$ cat src/design/dfgh_pkg.sv
// Shared constants, types and helper functions for the dual FNV-1a identifier hash.
// No dependencies; every other design file references this package by scoped name.
package dfgh_pkg;

  localparam int unsigned HashW = 64;
  localparam int unsigned ByteW = 8;

  localparam logic [HashW-1:0] FnvOffset   = 64'hcbf2_9ce4_8422_2325;
  localparam logic [HashW-1:0] SeedFirst   = 64'h4e4c_535f_4755_4944;
  localparam logic [HashW-1:0] SeedSecond  = 64'h6469_7567_5f53_4c4e;
  localparam logic [HashW-1:0] StartFirst  = FnvOffset ^ SeedFirst;
  localparam logic [HashW-1:0] StartSecond = FnvOffset ^ SeedSecond;

  localparam logic [3:0] UuidVersion = 4'b0100;
  localparam logic [1:0] UuidVariant = 2'b10;

  typedef struct packed {
    logic advance;  // the held item moves on this cycle
    logic take;     // the held item carries a byte
    logic restart;  // the held item ends the label
  } lane_ctrl_t;

  // Multiply by the FNV-64 prime 0x100000001b3 modulo 2^64 as a shift-add sum.
  function automatic logic [HashW-1:0] fnv_mul(input logic [HashW-1:0] h);
    logic [HashW-1:0] acc;
    acc = (h << 40) + (h << 8) + (h << 7) + (h << 5) + (h << 4) + (h << 1) + h;
    return acc;
  endfunction

  function automatic logic [HashW-1:0] set_version(input logic [HashW-1:0] h);
    logic [HashW-1:0] r;
    r = h;
    r[15:12] = UuidVersion;
    return r;
  endfunction

  function automatic logic [HashW-1:0] set_variant(input logic [HashW-1:0] h);
    logic [HashW-1:0] r;
    r = h;
    r[63:62] = UuidVariant;
    return r;
  endfunction

endpackage

$ cat src/design/dfgh_if.sv
// Valid/ready channel interfaces for label bytes in and identifiers out.
// Depends on dfgh_pkg for the field widths.
interface dfgh_in_if;
  logic                         valid;
  logic                         ready;
  logic [dfgh_pkg::ByteW-1:0]   byte_value;
  logic                         has_byte;
  logic                         end_of_label;

  modport source (output valid, byte_value, has_byte, end_of_label, input ready);
  modport sink   (input valid, byte_value, has_byte, end_of_label, output ready);
endinterface

interface dfgh_out_if;
  logic                         valid;
  logic                         ready;
  logic [dfgh_pkg::HashW-1:0]   guid_upper;
  logic [dfgh_pkg::HashW-1:0]   guid_lower;

  modport source (output valid, guid_upper, guid_lower, input ready);
  modport sink   (input valid, guid_upper, guid_lower, output ready);
endinterface

$ cat src/design/dfgh_lane.sv
// One FNV-1a 64-bit hash lane: running hash register and its absorb logic.
// Depends on dfgh_pkg (fnv_mul, lane_ctrl_t).
module dfgh_lane #(
  parameter logic [dfgh_pkg::HashW-1:0] StartValue = dfgh_pkg::StartFirst
) (
  input  logic                       clk_i,
  input  logic                       rst_ni,
  input  dfgh_pkg::lane_ctrl_t       ctrl_i,
  input  logic [dfgh_pkg::ByteW-1:0] byte_i,
  output logic [dfgh_pkg::HashW-1:0] hash_o,
  output logic [dfgh_pkg::HashW-1:0] hash_next_o
);

  logic [dfgh_pkg::HashW-1:0] hash_q, hash_d, absorbed;

  always_comb begin
    absorbed = hash_q;
    if (ctrl_i.take) begin
      absorbed = dfgh_pkg::fnv_mul(hash_q ^ {{(dfgh_pkg::HashW-dfgh_pkg::ByteW){1'b0}}, byte_i});
    end
  end

  // On advance, fold the held item in, or restart the lane once the label has been folded in.
  always_comb begin
    hash_d = hash_q;
    if (ctrl_i.advance) begin
      hash_d = ctrl_i.restart ? StartValue : absorbed;
    end
  end

  always_ff @(posedge clk_i or negedge rst_ni) begin
    if (!rst_ni) begin
      hash_q <= StartValue;
    end else begin
      hash_q <= hash_d;
    end
  end

  assign hash_o      = hash_q;
  assign hash_next_o = absorbed;

endmodule

$ cat src/design/dual_fnv_guid_hash.sv
// Dual FNV-1a name-based 128-bit identifier: label bytes in, one identifier per label out.
// Input register, then result register; one item per cycle when not stalled.
// Reset (async, active low) empties both stages and loads both hash lanes with their start
// values; a held result stalls input only when the held item ends a label.
// Depends on dfgh_pkg, dfgh_if and dfgh_lane.
module dual_fnv_guid_hash (
  input  logic         clk_i,
  input  logic         rst_ni,
  dfgh_in_if.sink      in_i,
  dfgh_out_if.source   out_o
);

  // Input register: holds one accepted item until it can fold into the lanes.
  logic                       s1_valid_q;
  logic [dfgh_pkg::ByteW-1:0] s1_byte_q;
  logic                       s1_has_q;
  logic                       s1_end_q;
  logic                       s1_adv;
  logic                       in_xfer;

  // Result register.
  logic                       out_valid_q, out_valid_d;
  logic [dfgh_pkg::HashW-1:0] upper_q, lower_q;

  dfgh_pkg::lane_ctrl_t       lane_ctrl;
  logic [dfgh_pkg::HashW-1:0] first_hash, first_next;
  logic [dfgh_pkg::HashW-1:0] second_hash, second_next;

  // An item that ends a label needs a free result slot; others always advance.
  assign s1_adv   = s1_valid_q && (!s1_end_q || !out_valid_q || out_o.ready);
  assign in_i.ready = !s1_valid_q || s1_adv;
  assign in_xfer  = in_i.valid && in_i.ready;

  always_ff @(posedge clk_i or negedge rst_ni) begin
    if (!rst_ni) begin
      s1_valid_q <= 1'b0;
    end else if (in_i.ready) begin
      s1_valid_q <= in_i.valid;
    end
  end

  // Payload: capture on transfer only.
  always_ff @(posedge clk_i) begin
    if (in_xfer) begin
      s1_byte_q <= in_i.byte_value;
      s1_has_q  <= in_i.has_byte;
      s1_end_q  <= in_i.end_of_label;
    end
  end

  always_comb begin
    lane_ctrl.advance = s1_adv;
    lane_ctrl.take    = s1_has_q;
    lane_ctrl.restart = s1_end_q;
  end

  dfgh_lane #(.StartValue(dfgh_pkg::StartFirst)) u_lane_first (
    .clk_i       (clk_i),
    .rst_ni      (rst_ni),
    .ctrl_i      (lane_ctrl),
    .byte_i      (s1_byte_q),
    .hash_o      (first_hash),
    .hash_next_o (first_next)
  );

  dfgh_lane #(.StartValue(dfgh_pkg::StartSecond)) u_lane_second (
    .clk_i       (clk_i),
    .rst_ni      (rst_ni),
    .ctrl_i      (lane_ctrl),
    .byte_i      (s1_byte_q),
    .hash_o      (second_hash),
    .hash_next_o (second_next)
  );

  // Load a fresh identifier when a label ends; drop the old one once transferred.
  always_comb begin
    out_valid_d = out_valid_q;
    if (s1_adv && s1_end_q) begin
      out_valid_d = 1'b1;
    end else if (out_o.ready) begin
      out_valid_d = 1'b0;
    end
  end

  always_ff @(posedge clk_i or negedge rst_ni) begin
    if (!rst_ni) begin
      out_valid_q <= 1'b0;
    end else begin
      out_valid_q <= out_valid_d;
    end
  end

  always_ff @(posedge clk_i) begin
    if (s1_adv && s1_end_q) begin
      upper_q <= dfgh_pkg::set_version(first_next);
      lower_q <= dfgh_pkg::set_variant(second_next);
    end
  end

  assign out_o.valid      = out_valid_q;
  assign out_o.guid_upper = upper_q;
  assign out_o.guid_lower = lower_q;

  // Both lanes sit at their start values right after a label completes.
  a_restart: assert property (@(posedge clk_i) disable iff (!rst_ni)
    s1_adv && s1_end_q |=> first_hash == dfgh_pkg::StartFirst &&
                           second_hash == dfgh_pkg::StartSecond)
    else $error("hash lanes did not restart after end of label");

  // A result appears only from an ending item that advanced.
  a_result_src: assert property (@(posedge clk_i) disable iff (!rst_ni)
    $rose(out_valid_q) |-> $past(s1_adv && s1_end_q))
    else $error("result valid without a completed label");

  // Input stalls only behind an ending item blocked by a held result.
  a_stall_cause: assert property (@(posedge clk_i) disable iff (!rst_ni)
    !in_i.ready |-> s1_valid_q && s1_end_q && out_valid_q && !out_o.ready)
    else $error("input stalled without cause");

  // Lanes do not move while the held item waits.
  a_lane_hold: assert property (@(posedge clk_i) disable iff (!rst_ni)
    s1_valid_q && !s1_adv |=> $stable(first_hash) && $stable(second_hash))
    else $error("hash lane changed during stall");

  // Version and variant fields are forced on every valid result.
  a_uuid_bits: assert property (@(posedge clk_i) disable iff (!rst_ni)
    out_valid_q |-> upper_q[15:12] == dfgh_pkg::UuidVersion &&
                    lower_q[63:62] == dfgh_pkg::UuidVariant)
    else $error("identifier version or variant bits wrong");

endmodule

$ cat src/flat_wrapper.sv
// flat-port wrapper written by rule: the top's interface ports become plain ports
module dual_fnv_guid_hash_flat 
  (clk_i, rst_ni, in_i_valid, in_i_byte_value, in_i_has_byte, in_i_end_of_label, in_i_ready, out_o_valid, out_o_guid_upper, out_o_guid_lower, out_o_ready);
  dfgh_in_if in_i_i ();
  dfgh_out_if out_o_i ();
  input  logic clk_i;
  input  logic rst_ni;
  input wire logic [$bits(in_i_i.valid)-1:0] in_i_valid;
  input wire logic [$bits(in_i_i.byte_value)-1:0] in_i_byte_value;
  input wire logic [$bits(in_i_i.has_byte)-1:0] in_i_has_byte;
  input wire logic [$bits(in_i_i.end_of_label)-1:0] in_i_end_of_label;
  output wire logic [$bits(in_i_i.ready)-1:0] in_i_ready;
  output wire logic [$bits(out_o_i.valid)-1:0] out_o_valid;
  output wire logic [$bits(out_o_i.guid_upper)-1:0] out_o_guid_upper;
  output wire logic [$bits(out_o_i.guid_lower)-1:0] out_o_guid_lower;
  input wire logic [$bits(out_o_i.ready)-1:0] out_o_ready;
  assign in_i_i.valid = in_i_valid;
  assign in_i_i.byte_value = in_i_byte_value;
  assign in_i_i.has_byte = in_i_has_byte;
  assign in_i_i.end_of_label = in_i_end_of_label;
  assign in_i_ready = in_i_i.ready;
  assign out_o_valid = out_o_i.valid;
  assign out_o_guid_upper = out_o_i.guid_upper;
  assign out_o_guid_lower = out_o_i.guid_lower;
  assign out_o_i.ready = out_o_ready;
  dual_fnv_guid_hash u_core (.clk_i(clk_i), .rst_ni(rst_ni), .in_i(in_i_i), .out_o(out_o_i));
endmodule
$ cat config.mk
export PLATFORM = sky130hd
export DESIGN_NAME = dual_fnv_guid_hash_flat
export DESIGN_NICKNAME = d
export VERILOG_FILES = /design/src/design/dfgh_pkg.sv /design/src/design/dfgh_if.sv /design/src/design/dfgh_lane.sv /design/src/design/dual_fnv_guid_hash.sv /design/src/flat_wrapper.sv
export SDC_FILE = /design/constraint.sdc
export NUM_CORES = 2
export LEC_CHECK = 0
export BUFFER_PORTS_ARGS = -buffer_cell sky130_fd_sc_hd__buf_2
export CORE_ASPECT_RATIO = 1.2
export CORE_UTILIZATION = 45
export CTS_CLUSTER_DIAMETER = 60
export DETAILED_ROUTE_END_ITERATION = 8
export MAX_ROUTING_LAYER = met4
export SLEW_MARGIN = 20
export SYNTH_ARGS = -nofsm -noshare
export SYNTH_HDL_FRONTEND = slang
export SYNTH_HIERARCHICAL = 1
export SYNTH_SLANG_ARGS = --single-unit
export TNS_END_PERCENT = 100
$ cat constraint.sdc
create_clock -name clk_i -period 10.3 [get_ports clk_i]
set_input_delay 0.515 -clock clk_i [delete_from_list [all_inputs] [get_ports clk_i]]
set_output_delay 0.515 -clock clk_i [all_outputs]
set_load 0.02 [all_outputs]
-- Word level (Yosys, flattened, before mapping)
Cells that the tools add are included.
- reductions and logical operators: 12
- multiplexer cells: 6
- bitwise logic cells: 2
- $add $sub $neg: 12
- operators with widths (kind ; number):
    64-bit adder ; 12
    64-bit two-way mux ; 4
    64-bit by 8-bit XOR with 64-bit output ; 2
    2-bit nonzero test ; 2
    1-bit logical AND ; 3
    1-bit logical NOT ; 3
    1-bit logical OR ; 3
    1-bit two-way mux ; 2
    2-bit AND reduction ; 1
- bits of input ports: 14
- output and inout bits: 130
- bits in registers: 262
- logic and storage cells: 43

-- Depth between registers and ports, before layout
- word-level depth: 9
- gate-level depth with buffers: 22
- depth with buffers taken out: 22

-- Cells and area by module
Netlist, hierarchy kept.
- by module, submodules not included (module ; area each (um^2) ; cells an instance ; times used):
    dfgh_lane at u_core.u_lane_second ; 14061.0 ; 1573 ; 1
    dfgh_lane at u_core.u_lane_first ; 13780.7 ; 1534 ; 1
    dual_fnv_guid_hash ; 4137.7 ; 150 ; 1

-- Least setup slack after synthesis
OpenSTA, ideal clock, no wires.
- path kind: reg-to-reg
- start: register u_core.out_valid_q (netlist: u_core/out_o.valid)
- end: register u_core.lower_q, in the netlist u_core/out_o.guid_lower[0] (enable)
- data arrival time: 5692 ps
- setup time: 604 ps
- path slack: 4004 ps
- stages on the path, launching flop included: 3
- period minus slack after synthesis: 6296 ps
- cell sequence: dfrtp_1 > nor2b_4 > nor2_1
- word-level cells in the longest chain between the ends: 5
- ends and longest elaborated chain (what ; RTL line ; text):
    from (decl) ; dual_fnv_guid_hash.sv:22 ; logic out_valid_q, out_valid_d;
    from (signal assigned) ; dual_fnv_guid_hash.sv:89 ; out_valid_q <= out_valid_d;
    1-bit logical NOT ; dual_fnv_guid_hash.sv:30 ; assign s1_adv = s1_valid_q && (!s1_end_q || !out_valid_q || out_o.ready);
    1-bit logical OR (2 in a row) ; dual_fnv_guid_hash.sv:30 ;
    1-bit logical AND ; dual_fnv_guid_hash.sv:30 ;
    1-bit logical AND ; dual_fnv_guid_hash.sv:94 ; if (s1_adv && s1_end_q) begin
    to (signal assigned) ; dual_fnv_guid_hash.sv:96 ; lower_q <= dfgh_pkg::set_variant(second_next);
    to (decl) ; dual_fnv_guid_hash.sv:23 ; logic [dfgh_pkg::HashW-1:0] upper_q, lower_q;
No other way between the ends.
A chain may end at the register's enable or synchronous reset.

-- Final worst setup path
- start: register u_core/s1_byte_q[1] (netlist name)
- end: register u_core.upper_q, in the netlist u_core/out_o.guid_upper[57] (data pin)
- word-level cells in the longest chain between the ends: 8
- ends and longest elaborated chain (what ; RTL line ; text):
    from (decl) ; dual_fnv_guid_hash.sv:15 ; logic [dfgh_pkg::ByteW-1:0] s1_byte_q;
    from (signal assigned) ; dual_fnv_guid_hash.sv:45 ; s1_byte_q <= in_i.byte_value;
    64-bit by 8-bit XOR with 64-bit output (*) ; dfgh_lane.sv:19 ; absorbed = dfgh_pkg::fnv_mul(hash_q ^ {{(dfgh_pkg::HashW-dfgh_pkg::ByteW){1'b0}}, byte_i});
    64-bit adder (5 in a row) ; dfgh_pkg.sv:26 ; acc = (h << 40) + (h << 8) + (h << 7) + (h << 5) + (h << 4) + (h << 1) + h;
    64-bit adder (*) ; dfgh_pkg.sv:26 ;
    64-bit two-way mux (*) ; dfgh_lane.sv:18 ; if (ctrl_i.take) begin
    named net u_core.first_next, one bit ; dual_fnv_guid_hash.sv:26 ; logic [dfgh_pkg::HashW-1:0] first_hash, first_next;
    to (signal assigned) ; dual_fnv_guid_hash.sv:95 ; upper_q <= dfgh_pkg::set_version(first_next);
    to (decl) ; dual_fnv_guid_hash.sv:23 ;
The timed path passes the listed nets; every way through them passes the cells marked *. The select of a mux whose other input is x is not followed.

==> results by group <==
Layout
  – Finished Layout Cells: ~4,200
  – Area delta synth->final: 9.09%
  – Layout Nets: 4,016
  – Post-route cell area: 0.0344 mm2
  – FF/Latch Area: a little over 0.007 mm2
  – Fillers: ~6,600
  – Layout cells sized above 1: between 10% and 20%
  – Area occupied by multi-input gates: approximately 0.021 mm2

Setup path
  – Worst-path cell chain: xor2_1, clkinv_1, xnor2_1, inv_1, ha_1, inv_1, fa_1, inv_1, ha_1, ha_1, ha_1, fa_1, a21oi_1, o211ai_1, nor3_1, o2111ai_1, nand3_1, o211ai_1, a221oi_1, o31ai_2, xor2_1, mux2_2
  – Setup crit end kind: flop
  – Worst setup path start: u_core/s1_byte_q[1]$_DFFE_PP_
  – Reg2reg path depth: 22
  – Crit-path slowest cell: a221oi_1
  – WP buf/inv: 4
  – Crit Path Class: reg2reg
  – RR Startpoint: u_core/s1_byte_q[1]$_DFFE_PP_
  – Max incr delay on CP: 620 ps
  – CP delay by family, top: adder cells
  – Startpoint types: flop
  – Data required time of the critical path: 10,620 ps
  – Crit path max fanout: 6
  – Top cell by count, worst path: ha_1
  – Stages on the worst setup path: 22
  – CP Data Arrival Time: approximately 7000 ps

Clock network
  – CTS Sinks: 260
  – CTS tree: yes
  – Cts repair resizes: 0
  – CTS buffer count: 39
  – CTS clk-pin slew, worst paths: about 60 ps
  – Hold-fix buffers, CTS: 0
  – Post-CTS Setup Bufs: 0
  – H-tree level count: 2
  – Root Driver: clkbuf_16
  – Clock Latency Late Sink: ~570 ps
  – Max Root-Sink Buffers: 3

STA
  – Pins Over Slew Limit: 0
  – Slew headroom: ~29%
  – Period utilization: between 60% and 70%
  – Highest clock rate: between 0.15 and 0.2 GHz
  – Post-route clock skew: 15.9 ps
  – RSZ-0062 raised after global routing: false
  – Setup TNS: 0 ps
  – Setup-failing EPs final: 0
  – Count of final hold-check violations: 0
  – Fin crit period: 6630 ps
  – Worst Max-Slew Pin Slew: approximately 1100 ps

Floorplan
  – Rows: 105
  – Core area: about 0.069 mm2
  – Die Wd: roughly 240 um
  – Die ar.: a little over 0.07 mm2
  – Starting Density: a little under half
  – Top Ports: 144
  – Die Span Y: about 290 um

GRT
  – Largest net degree at the start of global routing: ~170
  – Number of global-route vias before repair: between 20,000 and 25,000
  – GRT overflow: 0
  – Gr usage total: 26.0%
  – First-pass GRT wire length: about 140 mm
  – Antenna violations before repair: 0

Run
  – Max-cap violations: 0

Place
  – DP HPWL: roughly 67 mm
  – Placer Congestion: ~0.93
  – Port Buffers: 137
  – Area post-placement: about 0.033 mm2
  – Inst Count DP: between 4,000 and 5,000

Synth
  – Yosys warning count: 6
  – Syn avg cell area: roughly 9.8 um2
  – Cell count after synthesis: approximately 3,200
  – Post-Syn Area: ~0.032 mm2

Route
  – First DRT Iteration DRCs: 1,246
  – Drt pass-1 iters: 5
  – Via count: roughly 22,000
  – Antenna Nets Post-Route: 0
  – DRC viols: 0
  – Final wirelength: 85.7 mm
  – Drt via density: between 5 and 6
  – WL/cell: between 20 and 25 um

Hold path
  – Hold crit path type: in2async

Run status
  – Status: completed
==> final cells by class <==
class	count	share of cell area, %
clock buffer	41	2.86
inverter	807	8.81
antenna	1	0.00728
tap	909	3.31
sequential	260	21.1
clock inverter	29	0.742
multi-input combinational	2032	60.6
timing repair buffer	158	2.54
==> routing by layer <==
layer | wire, um | track usage [%] | up-vias | share of wire (%)
met5 | 0 | - | - | 0
met2 | 44200 | 45.1 | 528 | 52
met4 | 3420 | 9.56 | 0 | 4.0
met3 | 3260 | 2.69 | 149 | 3.8
li1 | - | - | 10500 | -
met1 | 34800 | 31.1 | 11300 | 41
==> per-stage QoR <==
step / hold slack (ps) / utilization, % / setup WS (ps)
floorplan: 219 / - / 4000
CTS: 62.5 / 49.9 / 3700
detailed placement: 503 / 48.1 / 3740
global placement: 490 / 48.1 / 3800
finish: 43.1 / 49.9 / 3670
global route: 85.7 / 49.9 / 3210
==> worst reg2reg max path, cell delays in order, from the launching register on <==
cell and delay, ps:
edfxtp_1 420, xor2_1 380, clkinv_1 330, xnor2_1 260, inv_1 70, ha_1 270
inv_1 50, fa_1 550, inv_1 50, ha_1 290, ha_1 290, ha_1 240
fa_1 410, a21oi_1 210, o211ai_1 160, nor3_1 380, o2111ai_1 180, nand3_1 230
o211ai_1 270, a221oi_1 620, o31ai_2 230, xor2_1 210, mux2_2 290
==> path summary, 6_finish.rpt <==
path,end,slack [ps]
max,u_core/out_o.guid_upper[57]$_DFFE_PP_,3670
min in group clk_i,u_core/s1_end_q$_DFFE_PP_,130
max in group asynchronous,u_core/u_lane_second/hash_o[44]$_DFFE_PN0P_,8880
max reg2reg,u_core/out_o.guid_upper[57]$_DFFE_PP_,3670
min,u_core/u_lane_first/hash_o[57]$_DFFE_PN0P_,40
min reg2reg,u_core/u_lane_second/hash_o[29]$_DFFE_PN0P_,510
==> cell usage in the layout, fill, tap and decap left out, drive strengths merged, types with 8 or more instances in the layout <==
master	instances
fa	485
edfxtp	132
o31ai	17
o211ai	19
a31oi	15
nor2	124
a2bb2oi	23
mux2	34
nand2b	9
a211oi	10
nor3	29
nand2	198
inv	813
clkinv	15
nand4	30
dfstp	77
dfrtp	51
nand3	37
o21ai	149
a21o	68
clkbuf	41
and3	18
or3	11
xnor2	88
a22o	20
ha	219
o22a	8
buf	158
o21bai	30
a221oi	8
and2	12
o21a	11
xor2	48
a21oi	171
mux2i	22
==> sequential cells by signal, summed over array words and instances, names as in the netlist <==
signal                       flops
u_core/out_o.guid_upper         60
u_core/out_o.guid_lower         62
u_core/s1_byte_q                 8
u_core/s1_has_q                  1
u_core/u_lane_first/hash_o      64
u_core/s1_valid_q                1
u_core/s1_end_q                  1
u_core/u_lane_second/hash_o     62
u_core/out_o.valid               1
Power is not shown: default switching activity piles up to over one toggle a cycle in this logic, so the estimate is an artifact.
